--- src/assert_macros.svh ---
// Assertion macros used by the top RTL file of the decimal display driver.
`ifndef ASSERT_MACROS_SVH
`define ASSERT_MACROS_SVH

`ifndef SYNTHESIS

`define ASSERT_SAME_CYCLE(label, clk, rst_n, ante, cons, msg) \
    label: assert property (@(posedge clk) disable iff (!(rst_n)) (ante) |-> (cons)) \
        else $error(msg);

`define ASSERT_NEXT_CYCLE(label, clk, rst_n, ante, cons, msg) \
    label: assert property (@(posedge clk) disable iff (!(rst_n)) (ante) |=> (cons)) \
        else $error(msg);

`else

`define ASSERT_SAME_CYCLE(label, clk, rst_n, ante, cons, msg)

`define ASSERT_NEXT_CYCLE(label, clk, rst_n, ante, cons, msg)

`endif

`endif

--- src/dss_pkg.sv ---
// Types, constants and the segment font of the decimal display driver.
`default_nettype none

package dss_pkg;

    localparam int NUM_DIGITS = 4;
    localparam int NUM_STAGES = 7;

    localparam logic [7:0] SEG_MINUS = 8'h40;
    localparam logic [13:0] RECIP_THOUSAND = 14'd8389;
    localparam logic [14:0] SAT_MAX = 15'd9999;

    typedef logic [1:0] t_pos;
    typedef logic [7:0] t_seg;

    typedef struct packed {
        t_seg [NUM_DIGITS-1:0] pat;
    } t_digits;

    typedef struct packed {
        logic        neg;
        logic [14:0] mag;
        logic [4:0]  thou;
        logic [9:0]  rest;
        logic [3:0]  hund;
        logic [6:0]  rem;
        logic [3:0]  tens;
        logic [3:0]  ones;
    } t_work;

    function automatic t_seg seg_font(input logic [3:0] d);
        t_seg p;
        case (d)
            4'd0:    p = 8'h3F;
            4'd1:    p = 8'h06;
            4'd2:    p = 8'h5B;
            4'd3:    p = 8'h4F;
            4'd4:    p = 8'h66;
            4'd5:    p = 8'h6D;
            4'd6:    p = 8'h7C;
            4'd7:    p = 8'h07;
            4'd8:    p = 8'h7F;
            4'd9:    p = 8'h67;
            default: p = 8'h00;
        endcase
        return p;
    endfunction

endpackage

`default_nettype wire

--- src/dss_split.sv ---
// Pipelined split of a value into its sign and decimal digit patterns.
`default_nettype none

module dss_split
    import dss_pkg::*;
(
    input  wire logic          i_clk,
    input  wire logic          i_rst_n,
    input  wire logic          i_valid,
    input  wire logic          i_enable,
    input  wire logic [14:0]   i_value,
    output      logic          o_ready,
    output      logic          o_dig_valid,
    output      t_digits       o_digits,
    input  wire logic          i_take
);

    logic [NUM_STAGES-1:0] r_valid;
    t_work                 r_work [NUM_STAGES];
    t_work                 n_work [NUM_STAGES];
    logic [NUM_STAGES:0]   w_rdy;

    logic [15:0] w_neg_mag;
    logic [28:0] w_prod_thou;
    logic [14:0] w_sub_thou;
    logic [15:0] w_prod_hund;
    logic [9:0]  w_sub_hund;
    logic [14:0] w_prod_tens;
    logic [6:0]  w_sub_tens;

    always_comb begin
        w_rdy[NUM_STAGES] = i_take;
        for (int k = NUM_STAGES - 1; k >= 0; k--) begin
            w_rdy[k] = !r_valid[k] || w_rdy[k+1];
        end
    end

    assign o_ready = w_rdy[0];

    assign w_neg_mag   = 16'h8000 - {1'b0, i_value};
    assign w_prod_thou = {14'd0, r_work[0].mag} * {15'd0, RECIP_THOUSAND};
    assign w_sub_thou  = r_work[1].mag - ({10'd0, r_work[1].thou} * 15'd1000);
    assign w_prod_hund = {6'd0, r_work[2].rest} * 16'd41;
    assign w_sub_hund  = r_work[3].rest - ({6'd0, r_work[3].hund} * 10'd100);
    assign w_prod_tens = {8'd0, r_work[4].rem} * 15'd205;
    assign w_sub_tens  = r_work[5].rem - ({3'd0, r_work[5].tens} * 7'd10);

    always_comb begin
        n_work[0]      = '0;
        n_work[0].neg  = i_value[14];
        if (i_value[14]) begin
            n_work[0].mag = w_neg_mag[14:0];
        end else if (i_value > SAT_MAX) begin
            n_work[0].mag = SAT_MAX;
        end else begin
            n_work[0].mag = i_value;
        end

        n_work[1]      = r_work[0];
        n_work[1].thou = w_prod_thou[27:23];

        n_work[2]      = r_work[1];
        n_work[2].rest = w_sub_thou[9:0];

        n_work[3]      = r_work[2];
        n_work[3].hund = w_prod_hund[15:12];

        n_work[4]      = r_work[3];
        n_work[4].rem  = w_sub_hund[6:0];

        n_work[5]      = r_work[4];
        n_work[5].tens = w_prod_tens[14:11];

        n_work[6]      = r_work[5];
        n_work[6].ones = w_sub_tens[3:0];
    end

    always_ff @(posedge i_clk) begin
        if (!i_rst_n) begin
            r_valid <= '0;
        end else begin
            if (w_rdy[0]) begin
                r_valid[0] <= i_valid && i_enable;
            end
            for (int k = 1; k < NUM_STAGES; k++) begin
                if (w_rdy[k]) begin
                    r_valid[k] <= r_valid[k-1];
                end
            end
        end
    end

    always_ff @(posedge i_clk) begin
        for (int k = 0; k < NUM_STAGES; k++) begin
            if (w_rdy[k]) begin
                r_work[k] <= n_work[k];
            end
        end
    end

    assign o_dig_valid = r_valid[NUM_STAGES-1];

    always_comb begin
        o_digits.pat[0] = r_work[NUM_STAGES-1].neg ? SEG_MINUS
                                                   : seg_font(r_work[NUM_STAGES-1].thou[3:0]);
        o_digits.pat[1] = seg_font(r_work[NUM_STAGES-1].hund);
        o_digits.pat[2] = seg_font(r_work[NUM_STAGES-1].tens);
        o_digits.pat[3] = seg_font(r_work[NUM_STAGES-1].ones);
    end

endmodule

`default_nettype wire

--- src/dss_scan.sv ---
// Output register that sends the four digit patterns of one value in order.
`default_nettype none

module dss_scan
    import dss_pkg::*;
(
    input  wire logic    i_clk,
    input  wire logic    i_rst_n,
    input  wire logic    i_dig_valid,
    input  wire t_digits i_digits,
    output      logic    o_take,
    output      logic    o_valid,
    input  wire logic    i_ready,
    output      t_pos    o_digit_position,
    output      t_seg    o_segment_pattern,
    output      logic    o_last_digit
);

    localparam t_pos LAST_POS = t_pos'(NUM_DIGITS - 1);

    logic    r_full;
    t_pos    r_pos;
    t_digits r_digits;

    assign o_last_digit      = (r_pos == LAST_POS);
    assign o_take            = !r_full || (i_ready && o_last_digit);
    assign o_valid           = r_full;
    assign o_digit_position  = r_pos;
    assign o_segment_pattern = r_digits.pat[r_pos];

    always_ff @(posedge i_clk) begin
        if (!i_rst_n) begin
            r_full <= 1'b0;
            r_pos  <= '0;
        end else if (o_take) begin
            r_full <= i_dig_valid;
            r_pos  <= '0;
        end else if (i_ready) begin
            r_pos <= r_pos + 2'd1;
        end
    end

    always_ff @(posedge i_clk) begin
        if (o_take) begin
            r_digits <= i_digits;
        end
    end

endmodule

`default_nettype wire

--- src/decimal_seven_segment_scan.sv ---
// The digits of a value pass through the seven split stages and then the scan register.
// The scan register sends one digit a cycle while i_ready is high, four digits per value;
// the split pipeline takes a request every cycle until it fills.
// Reset is synchronous and active low; it empties the pipeline and turns the display off.
// While the display is off, accepted requests are dropped and give no digits.
`default_nettype none

`include "assert_macros.svh"

module decimal_seven_segment_scan
    import dss_pkg::*;
(
    input  wire logic        i_clk,
    input  wire logic        i_rst_n,
    input  wire logic        i_cfg_valid,
    output      logic        o_cfg_ready,
    input  wire logic        i_cfg_display_on,
    input  wire logic        i_valid,
    output      logic        o_ready,
    input  wire logic [14:0] i_value,
    output      logic        o_valid,
    input  wire logic        i_ready,
    output      logic [1:0]  o_digit_position,
    output      logic [7:0]  o_segment_pattern,
    output      logic        o_last_digit
);

    logic    r_display_on;
    logic    w_dig_valid;
    t_digits w_digits;
    logic    w_take;

    assign o_cfg_ready = 1'b1;

    always_ff @(posedge i_clk) begin
        if (!i_rst_n) begin
            r_display_on <= 1'b0;
        end else if (i_cfg_valid) begin
            r_display_on <= i_cfg_display_on;
        end
    end

    dss_split u_split (
        .i_clk       (i_clk),
        .i_rst_n     (i_rst_n),
        .i_valid     (i_valid),
        .i_enable    (r_display_on),
        .i_value     (i_value),
        .o_ready     (o_ready),
        .o_dig_valid (w_dig_valid),
        .o_digits    (w_digits),
        .i_take      (w_take)
    );

    dss_scan u_scan (
        .i_clk             (i_clk),
        .i_rst_n           (i_rst_n),
        .i_dig_valid       (w_dig_valid),
        .i_digits          (w_digits),
        .o_take            (w_take),
        .o_valid           (o_valid),
        .i_ready           (i_ready),
        .o_digit_position  (o_digit_position),
        .o_segment_pattern (o_segment_pattern),
        .o_last_digit      (o_last_digit)
    );

    `ASSERT_SAME_CYCLE(a_last_on_pos3, i_clk, i_rst_n, o_valid,
        o_last_digit == (o_digit_position == 2'd3), "last digit flag off position three")
    `ASSERT_NEXT_CYCLE(a_scan_advances, i_clk, i_rst_n, o_valid && i_ready && !o_last_digit,
        o_valid && (o_digit_position == $past(o_digit_position) + 2'd1), "scan skipped a digit")
    `ASSERT_NEXT_CYCLE(a_start_at_zero, i_clk, i_rst_n, o_valid && i_ready && o_last_digit,
        !o_valid || (o_digit_position == 2'd0), "new value did not start at position zero")

endmodule

`default_nettype wire

--- config.mk ---
export PLATFORM = sky130hd
export DESIGN_NAME = decimal_seven_segment_scan
export DESIGN_NICKNAME = d
export VERILOG_FILES = /design/src/dss_pkg.sv /design/src/dss_split.sv /design/src/dss_scan.sv /design/src/decimal_seven_segment_scan.sv
export VERILOG_INCLUDE_DIRS = /design/src /design/src/src
export SDC_FILE = /design/constraint.sdc
export NUM_CORES = 1
export LEC_CHECK = 0
export BUFFER_PORTS_ARGS = -buffer_cell sky130_fd_sc_hd__buf_2
export CAP_MARGIN = 20
export CORE_ASPECT_RATIO = 0.6
export CORE_MARGIN = 2
export CORE_UTILIZATION = 40
export CTS_CLUSTER_SIZE = 28
export DETAILED_ROUTE_END_ITERATION = 6
export GPL_TIMING_DRIVEN = 1
export PLACE_DENSITY_LB_ADDON = 0.2
export SKIP_LAST_GASP = 1
export SYNTH_ARGS = -nofsm -noshare
export SYNTH_HDL_FRONTEND = slang
export SYNTH_SLANG_ARGS = --single-unit
--- constraint.sdc ---
create_clock -name i_clk -period 12.1 [get_ports i_clk]
set_input_delay 2.42 -clock i_clk [delete_from_list [all_inputs] [get_ports i_clk]]
set_output_delay 2.42 -clock i_clk [all_outputs]
set_load 0.03 [all_outputs]
==> flow_summary.json, run 1 <==
{
  "synthFlopType": "edfxtp_1",
  "numCtsBuffers": 17,
  "clockRootBuffer": "clkbuf_16",
  "design.core.area_um2": 26200,
  "numClockSinks": 152,
  "avgSynthCellArea_um2": 12.1,
  "endpoint_kind": "output port",
  "synth.most_common_cell": "ha_1",
  "via_per_inst": 4.72,
  "path_common_cell": "buf_2",
  "grtUsageMet2_pct": 19.1,
  "maxSlewViolCount": 0,
  "met1_usage_pct": 25.1,
  "grt_max_degree": 29,
  "cap_violations": 0,
  "grt_pass1_wl_um": 32100,
  "drc": 0,
  "io_buffers": 32,
  "die-area_um2": 27900,
  "post_cts_buffers": 0,
  "fin_crit_sh_pct": 55.7,
  "synth_seq_area_share_pct": 41.9,
  "avgRoutedWirePerCell_um": 15.0,
  "ys_top_cells_by_area": "edfxtp_1, ha_1, fa_1, inv_1, xnor2_1",
  "ctsHoldBuffers": 0,
  "rsz0062_at_grt": "false",
  "drtAntennaViolNets": 0,
  "fill_cells": 2448,
  "clock_path_buffers": 2,
  "status": "complete, no violations",
  "track_usage_pct": 15.0,
  "chipWidth_um": 214,
  "clk_pin_slew_ns": 0.06,
  "whs_ns": 0.419,
  "synth_edf_count": 141,
  "io_pins": 35,
  "grt.busiest_layer": "met1",
  "arrival_ns": 4.32,
  "path_buf_inv": 2,
  "syn-cell-area_um2": 10600,
  "grt_pass1_vias": 5908,
  "ys_ff_latch": 152,
  "min_period_ns": 6.74,
  "insertedDiodeCount": 0,
  "place_congestion": 0.791,
  "setup_viol": 0,
  "synth_largest_area_cell": "edfxtp_1",
  "drt_iter0_markers": 383,
  "layout-drive-gt1-share_pct": 8.37,
  "cts_resized": 0,
  "cts_tree": "done",
  "yosys.cell_types.count": 54,
  "crit_type": "in2out",
  "cp_top_family": "simple AND/OR/NAND/NOR gates",
  "first_pass_iters": 5,
  "path_max_fanout": 18,
  "cp-start-kind": "input pin",
  "yosysWarnings": 0,
  "core.rowCount": 46,
  "nets": 1193,
  "slowest_stage": "nand2_1",
  "grtUsageMet3_pct": 3.05,
  "dp_hpwl_um": 15300,
  "max_freq_mhz": 148,
  "setup-tns-final_ns": 0,
  "routed_wl_um": 19400,
  "dieHeight_um": 130,
  "antenna_found_initial": 0,
  "netlist.area_leader.share_pct": 39.9,
  "cp.required_ns": 9.68,
  "worst_pin_slew_ns": 0.888,
  "grt_overflow_total": 0,
  "relSlewSlack_pct": 40.6,
  "routed-via-count": 6095,
  "skew_ns": 0.00872,
  "path_cells": "buf_2 -> a21boi_4 -> and4_1 -> and2_2 -> and3_1 -> nand2_1 -> buf_2",
  "clock_latency_ns": 0.42,
  "initial_utilization_pct": 40.5,
  "cpPeakStageDelay_ns": 0.48,
  "synth_commonest_cells": "ha_1, inv_1, edfxtp_1",
  "hold_path_class": "reg2reg",
  "synth_fp_nets": 1151,
  "synthToLayoutAreaGrowth_pct": 10.9,
  "hold_violations": 0,
  "synthesis.instances": 877,
  "h-tree-depth": 4,
  "synthArstFlopShare_pct": 0
}
[cells by family (layout without fill, tap and decap cells)]
logic type                 Yosys count  in the layout  share of synthesized area [%]
other                                2              2                         0.0707
and+or+nand+nor                    109            109                           5.17
muxes                               10             10                           1.77
buffers and inverters              172            227                           6.20
DFF                                152            152                           41.9
adders and majority gates          253            253                           32.8
xor gates and xnor gates            54             54                           4.45
AOI/OAI and AO/OA                  125            125                           7.55
[registers in the layout, summed over array words and instances, names as in the netlist]
register                 count
r_display_on                 1
u_scan.o_digit_position      2
u_scan.o_valid               1
u_scan.r_digits             28
u_split.r_valid              7
u_split.r_work             113
[worst register-to-register path, delay by kind of cell (launching register included)]
kind / cells / cell delay [ns]
and+or+nand+nor: 2 / 0.47
AOI/OAI and AO/OA: 4 / 0.94
buffers and inverters: 2 / 0.10
DFF: 1 / 0.55
adders and majority gates: 7 / 2.76
[per-layer routing]
metal / up-vias / part of all wire [%]
li1: 3145 / -
met1: 2843 / 60
met2: 94 / 36
met3: 13 / 3.6
met4: 0 / 0.71
met5: - / 0
[metrics by stage]
step           area [µm²]  setup slack (ns)  std cells  utilization [%]
2_1_floorplan       10600              6.00        877                -
3_3_place_gp        11200              5.34       1259             42.6
3_5_place_dp        11200              5.31       1259             42.6
4_1_cts             11800              5.29       1291             44.8
5_1_grt             11800              5.19       1292             44.9
6_report            11800              5.36       1292             44.9
[final cells by class]
type / count / area, µm² / area share [%]
Clock inverter: 8 / 56.3 / 0.478
Inverter: 162 / 608 / 5.16
Multi-Input combinational cell: 553 / 5510 / 46.8
Tap cell: 360 / 450 / 3.82
Clock buffer: 24 / 515 / 4.38
Timing Repair Buffer: 33 / 188 / 1.59
Sequential cell: 152 / 4450 / 37.8
[placed cells by master (no fill, tap or decap), types with 6 or more instances in the layout]
cell and instances:
ha_1 210, inv_1 162, edfxtp_1 141, a21oi_1 43, fa_1 43, nor2_1 39, xnor2_1 38, buf_2 32
nand2_1 27, clkbuf_16 20, xor2_1 16, o21ai_0 15, a21o_1 12, o22ai_1 12, dfxtp_1 11, nand3_1 8
nand4_1 7, mux4_2 7, nor2b_1 6, o21a_1 6
[path summary, 6_finish.rpt]
| check | cells past startpoint | from | slack, ns | end |
|---|---|---|---|---|
| worst min-delay path | 0 | u_split.r_work[5][16] | 0.42 | u_split.r_work[6][16] |
| worst min register to register | 0 | u_split.r_work[5][16] | 0.42 | u_split.r_work[6][16] |
| worst max register to register | 15 | u_split.r_work[0][42] | 7.01 | u_split.r_work[1][30] |
| worst max-delay path | 7 | i_ready | 5.36 | o_ready |
Power of run 1 is not shown: default switching activity piles up to over one toggle a cycle in this logic, so the estimate is an artifact.
==> run 2, diff against run 1 <==
==> constraint.sdc (replaced) <==
create_clock -name i_clk -period 7 [get_ports i_clk]
set_input_delay 1.4 -clock i_clk [delete_from_list [all_inputs] [get_ports i_clk]]
set_output_delay 1.4 -clock i_clk [all_outputs]
set_load 0.03 [all_outputs]
==> run 2 against run 1 <==
Cell count barely moved. Hold slack got worse by 0.0049 ns. Count of clock-buffer cells in the layout fell by 4. Utilization fell by 0.10 points. Global-route usage fell by 0.42 points. Clock skew fell by 0.00077 ns.
==> flow_summary.json, run 2 (synthesis gave the netlist of run 1 again) <==
{
  "status": "complete, no violations",
  "io_buffers": 32,
  "antenna_found_initial": 0,
  "endpoint_kind": "flop",
  "design.core.area_um2": 26200,
  "worst_pin_slew_ns": 0.921,
  "dp_hpwl_um": 15400,
  "setup-tns-final_ns": 0,
  "grt_overflow_total": 0,
  "fill_cells": 2450,
  "cp.required_ns": 7.15,
  "layout-drive-gt1-share_pct": 7.95,
  "post_cts_buffers": 0,
  "hold_path_class": "reg2reg",
  "place_congestion": 0.816,
  "fin_crit_sh_pct": 68.2,
  "cp-start-kind": "flop",
  "via_per_inst": 4.69,
  "cap_violations": 0,
  "relSlewSlack_pct": 38.4,
  "largest_reg_flops": 113,
  "slowest_stage": "fa_1",
  "cts_tree": "done",
  "skew_ns": 0.00795,
  "reg_top3": "u_split.r_work (113), u_scan.r_digits (28), u_split.r_valid (7)",
  "grt_pass1_vias": 5949,
  "final_core_util_pct": 44.8,
  "place_inst": 1259,
  "hold_violations": 0,
  "ctsHoldBuffers": 0,
  "arrival_ns": 4.92,
  "core.rowCount": 46,
  "track_usage_pct": 14.6,
  "h-tree-depth": 4,
  "final_cell_mix": "ha_1, inv_1, edfxtp_1, a21oi_1, fa_1",
  "die-area_um2": 27900,
  "multi_input_area_um2": 5510,
  "dieHeight_um": 130,
  "clockRootBuffer": "clkbuf_16",
  "min_period_ns": 4.77,
  "nets": 1193,
  "maxSlewViolCount": 0,
  "crit_type": "reg2reg",
  "path_common_cell": "ha_1",
  "numClockSinks": 152,
  "drt_iter0_markers": 343,
  "cpPeakStageDelay_ns": 0.52,
  "drtAntennaViolNets": 0,
  "regMostFlops": "u_split.r_work",
  "chipWidth_um": 214,
  "path_buf_inv": 2,
  "setup_viol": 0,
  "stdcell_count": 1291,
  "io_pins": 35,
  "path_cells": "ha_1 -> ha_1 -> ha_1 -> inv_1 -> fa_1 -> fa_1 -> fa_1 -> inv_1 -> ha_1 -> nand4_1 -> o21bai_1 -> a211oi_1 -> a21boi_0 -> nor4b_1 -> a211oi_1",
  "avgRoutedWirePerCell_um": 14.7,
  "synthToLayoutAreaGrowth_pct": 10.7,
  "rsz0062_at_grt": "false",
  "cts_resized": 0,
  "routed-via-count": 6060,
  "clock_latency_ns": 0.42,
  "drc": 0,
  "initial_utilization_pct": 40.5,
  "final_common_cell": "ha_1",
  "clock_path_buffers": 2,
  "seq_area_um2": 4450,
  "path_max_fanout": 6,
  "grt_pass1_wl_um": 31200,
  "grt_max_degree": 29,
  "insertedDiodeCount": 0,
  "first_pass_iters": 5,
  "clk_pin_slew_ns": 0.06,
  "numCtsBuffers": 17,
  "max_freq_mhz": 210,
  "routed_wl_um": 19000,
  "cp_top_family": "adder cells"
}
==> run 2: cell count changes in the layout (fill, tap and decap cells not counted) <==
cell,previous run,this run
clkinv_2,3,2
bufinv_16,0,2
clkinvlp_4,2,3
clkinv_4,1,0
clkbuf_1,4,3
clkinv_1,0,4
clkbuf_16,20,17
inv_6,2,0
==> run 2: cell type report <==
| class | instances | area share [%] |
|---|---|---|
| flip-flops and latches | 152 | 37.9 |
| clock inverters | 11 | 0.916 |
| multi-input cells | 553 | 46.9 |
| inverters | 162 | 5.17 |
| well taps | 360 | 3.83 |
| clock buffers | 20 | 3.72 |
| repair buffers | 33 | 1.60 |
==> run 2: final timing paths <==
kind | endpoint | start | depth (start not counted) | slack [ns]
min reg2reg | u_split.r_work[5][18] | u_split.r_work[4][18] | 0 | 0.41
max reg2reg | u_split.r_work[1][30] | u_split.r_work[0][41] | 15 | 2.23
min | u_split.r_work[5][18] | u_split.r_work[4][18] | 0 | 0.41
max | u_split.r_work[1][30] | u_split.r_work[0][41] | 15 | 2.23
==> run 2: metal layers <==
layer / part of all wire, % / GRT usage [%] / up-vias
li1: - / - / 3145
met1: 62 / 24.5 / 2839
met2: 35 / 18.3 / 64
met3: 2.3 / 3.17 / 12
met4: 0.82 / 3.19 / 0
met5: 0 / 0 / -
==> run 2: worst reg2reg max path: cells and delay by family, from the launching register on <==
family / cells / cell delay, ns
simple gates: 2 / 0.44
fa+ha+maj: 7 / 2.77
flops: 1 / 0.50
buf+inv: 2 / 0.09
compound gates: 4 / 0.71
==> run 2: per-stage QoR <==
step / hold WS, ns / setup slack [ns] / area, µm²
floorplan: 0.400 / 2.56 / 10600
global placement: 0.402 / 2.32 / 11200
detailed placement: 0.405 / 2.25 / 11200
CTS: 0.417 / 2.22 / 11700
global route: 0.422 / 1.91 / 11800
finish: 0.414 / 2.23 / 11800
Power of run 2 is left out for the same reason.
